`config.mk`:
```
export PLATFORM = sky130hd
export DESIGN_NAME = tri3_outq
export DESIGN_NICKNAME = d
export VERILOG_FILES = /design/src/rtl/core/tri3_pkg.sv /design/src/rtl/core/tri3_outq.sv
export SDC_FILE = /design/constraint.sdc
export NUM_CORES = 1
export LEC_CHECK = 0
export BUFFER_PORTS_ARGS = -buffer_cell sky130_fd_sc_hd__buf_4
export CAP_MARGIN = 20
export CORE_MARGIN = 3
export CORE_UTILIZATION = 50
export CTS_BUF_LIST = sky130_fd_sc_hd__clkbuf_2
export DETAILED_ROUTE_END_ITERATION = 8
export PLACE_DENSITY = 0.77
export RECOVER_POWER = 100
export SLEW_MARGIN = 40
export SYNTH_ARGS = -nofsm -noshare
export SYNTH_HDL_FRONTEND = slang
export SYNTH_SLANG_ARGS = --single-unit
export TNS_END_PERCENT = 20
```
`constraint.sdc`:
```
create_clock -name clk -period 2.95 [get_ports clk]
set_input_delay 0.295 -clock clk [delete_from_list [all_inputs] [get_ports clk]]
set_output_delay 0.295 -clock clk [all_outputs]
set_load 0.01 [all_outputs]
```
`src/rtl/core/tri3_pkg.sv`:
```
`default_nettype none

package tri3_pkg;

  localparam int FIELD_BITS  = 16;
  localparam int NUM_FIELDS  = 9;
  localparam int S_DATA_BITS = FIELD_BITS * NUM_FIELDS;
  localparam int OUT_BITS    = 43;
  localparam int M_DATA_BITS = ((OUT_BITS + 7) / 8) * 8;

  // The root is computed one bit wider than the result so that saturation can be seen.
  localparam int ROOT_BITS = OUT_BITS + 1;
  localparam int RAD_BITS  = 2 * ROOT_BITS;
  localparam int REM_BITS  = ROOT_BITS + 2;

  typedef logic [FIELD_BITS-1:0] field_t;
  typedef logic [RAD_BITS-1:0]   rad_t;
  typedef logic [ROOT_BITS-1:0]  root_t;
  typedef logic [OUT_BITS-1:0]   area_t;

  // First field in the lowest bits.
  typedef struct packed {
    field_t c_z;
    field_t c_y;
    field_t c_x;
    field_t b_z;
    field_t b_y;
    field_t b_x;
    field_t a_z;
    field_t a_y;
    field_t a_x;
  } verts_t;

endpackage

`default_nettype wire

```
`src/rtl/core/tri3_outq.sv`:
```
`default_nettype none

module tri3_outq (
  input  wire logic             clk,
  input  wire logic             rst,
  input  wire logic             push,
  input  wire tri3_pkg::area_t  push_data,
  output logic                  space,
  output logic                  out_valid,
  input  wire logic             out_ready,
  output tri3_pkg::area_t       out_data
);
  import tri3_pkg::*;

  area_t      slot0, slot1;
  logic       wp, rp;
  logic [1:0] count, count_next;
  logic       pop;

  assign pop       = out_valid & out_ready;
  assign out_valid = (count != 2'd0);
  assign space     = (count != 2'd2);
  assign out_data  = rp ? slot1 : slot0;

  always_comb begin
    count_next = count;
    if (push && !pop) begin
      count_next = count + 2'd1;
    end else if (pop && !push) begin
      count_next = count - 2'd1;
    end
  end

  always_ff @(posedge clk) begin
    if (rst) begin
      wp    <= 1'b0;
      rp    <= 1'b0;
      count <= 2'd0;
    end else begin
      if (push) begin
        wp <= ~wp;
      end
      if (pop) begin
        rp <= ~rp;
      end
      count <= count_next;
    end
  end

  always_ff @(posedge clk) begin
    if (push && !wp) begin
      slot0 <= push_data;
    end
    if (push && wp) begin
      slot1 <= push_data;
    end
  end

  a_no_overflow: assert property (@(posedge clk) disable iff (rst)
    push |-> (count != 2'd2) || pop)
    else $error("result queue written while full");

  a_count_range: assert property (@(posedge clk) disable iff (rst)
    count != 2'd3)
    else $error("result queue count out of range");

endmodule

`default_nettype wire

```
==> flow_summary.toml <==
[setup_path]
startpoint_type = "register"
path_max_fanout = 19
required_ns = 3.09
crit_type = "reg -> reg"
cp-end-kind = "register"
worstPathArrival_ns = 2.62

[sta]
fin_crit_sh_pct = 84.1
max_slew_margin_pct = -18.8
finClkSkew_ns = 0.0109
worst_slew_pin_slew_ns = 1.78
hold_violations = 0
finalSetupTns_ns = 0
fin_crit_ns = 2.48
setup_viol = 0
slew_violations = 19
max_freq_ghz = 0.403
setup_slack_ns = 0.469
rsz0062_at_grt = "no"

[clock_network]
ctsHoldBuffers = 44
clockBufferDepth = 2
cts-root-buf = "clkbuf_2"
clkTransAtPathRegs_ns = 0.22
cts_setup_buffers = 0
cts_tree = "built"
clock_latency_ns = 0.48
cts-htree-levels = 3
cts.sinks = 90
cts_buffers = 9
cts_resized = 0

[placement]
post-dp-hpwl_mm = 4.15
placedCellCount = 320
port_buffers = 91
gp_congestion = 0.736
place_ws_ns = 1.18

[final_layout]
final_util_pct = 73.2
syn_to_final_growth_pct = 36.5
drive_above_1_share_pct = 32.8
layout_commonest_cell = "edfxtp_1"
final_cell_mix = "edfxtp_1 (86), clkbuf_1 (52), dlygate4sd3_1 (44), mux2_2 (39), clkbuf_4 (32)"
fin_nets = 348
diodes = 0
final_cells = 380

[drt]
antenna_left = 0
firstDrtPassIters = 4
drt_wl_total_mm = 6.62
vias_per_cell = 4.94
avgRoutedWirePerCell_um = 17.4
drc_errors = 0
drtIter0Drc = 84
vias = 1877

[synthesis]
postSynthAreaPerCell_um2 = 21.3
syn_area_um2 = 3290
netlist_instances = 154
seq_area_frac_synth_pct = 81.0
ys_types = 16
yosysWarningCount = 0
synth_largest_area_cell = "edfxtp_1"
ys_seq_elements = 90
synth_nets = 202
synth_area_leaders = "edfxtp_1 (79%), mux2_2 (15%), dfxtp_1 (2.4%)"
synth_top_area_share_pct = 78.6

[job]
maxCapViolations = 1

[die]
row_count = 28
boundaryPins = 92
initial_core_util_pct = 53.6
die_w_um = 87.1
coreArea_um2 = 6130
die_area_um2 = 7580
die_y_um = 87.1

[pwr]
power_mw = 3.10
p_seq_share_pct = 51.0
p_sw_mw = 0.840
leakage_nw = 1.58
p_sw_share_pct = 27.1
p_comb_share_pct = 24.6
p_clk_share_pct = 24.4
ir_drop_v = 0.000416
p_int_mw = 2.26
pwr_density_cell_nw_per_um2 = 691

[global_route]
grt_max_degree = 26
gr-total-overflow = 0
grt_pass1_vias = 2123
grt_pass1_wl_mm = 10.4
grt.total_usage_pct = 18.6
antenna_found_initial = 0

[status]
violations = "max-capacitance violations, max-slew violations"
outcome = "finished with violations"

[min_path]
hold_class = "in -> reg"
[kinds of logic (layout without fill, tap and decap cells)]
family          Yosys count  in the layout  synth area share [%]
flops                    90             90                  81.0
mux                      43             43                  14.7
simple gates              8              8                  1.29
buf+inv                   5            156                  1.07
xor+xnor                  4              4                  1.07
compound gates            3              3                 0.457
fa+ha+maj                 1              1                 0.381
[power by group through the flow]
stage | Combinational (mW) | Sequential, mW | Clock, mW
after floorplan | 0.520 | 1.56 | 0
after global placement | 0.842 | 1.60 | 0
after detailed placement | 0.856 | 1.61 | 0
after CTS | 0.910 | 1.58 | 0.773
after global routing | 0.830 | 1.59 | 0.842
final | 0.762 | 1.58 | 0.756
[path summary, 6_finish.rpt]
path	startpoint	to	slack (ns)	depth (start not counted)
setup reg to reg	wp	slot1[22]	0.47	2
setup / recovery	wp	slot1[22]	0.47	2
hold / removal	push	wp	0.07	3
hold reg to reg	count[1]	count[1]	0.55	2
[per-stage QoR]
step / cell area [µm²] / hold WS (ns)
6_report: 4490 / 0.0656
5_1_grt: 4490 / 0.00817
4_1_cts: 4690 / 0.0209
3_5_place_dp: 4090 / 0.483
3_3_place_gp: 4090 / 0.480
2_1_floorplan: 3290 / 0.364
[cells in the mapped netlist, drive strengths merged]
| cell | n |
|---|---|
| or2 | 1 |
| xor2 | 3 |
| o21ai | 2 |
| a21oi | 1 |
| mux2 | 43 |
| nor2b | 1 |
| dfxtp | 4 |
| edfxtp | 86 |
| buf | 5 |
| xnor2 | 1 |
| and2 | 1 |
| nand2b | 1 |
| ha | 1 |
| or3 | 1 |
| nor2 | 3 |
[critical path, cell delays in order (launching register included)]
cell	delay [ns]
dfxtp_1	0.42
and2_0	0.96
clkbuf_1	0.75
[cell type report]
| cell class | instances | area, µm² |
|---|---|---|
| repair buffers | 140 | 976 |
| flip-flops and latches | 90 | 2660 |
| clock inverters | 7 | 118 |
| well taps | 75 | 93.8 |
| multi-input cells | 59 | 589 |
| clock buffers | 9 | 45.0 |
| fillers | 411 | 1650 |
[metal layers]
layer / part of all wire, % / wire length (µm) / global-route usage (%)
met5: 0 / 0 / 0
met3: 6.4 / 424 / 5.20
met2: 54 / 3590 / 34.3
met1: 39 / 2580 / 20.9
met4: 0.42 / 28 / 5.10
[state kept, by name, indices dropped and copies added, names as in the netlist]
| signal | cells |
|---|---|
| count | 2 |
| slot1 | 43 |
| rp | 1 |
| slot0 | 43 |
| wp | 1 |
No activity file was read; power rests on OpenSTA's default activity.
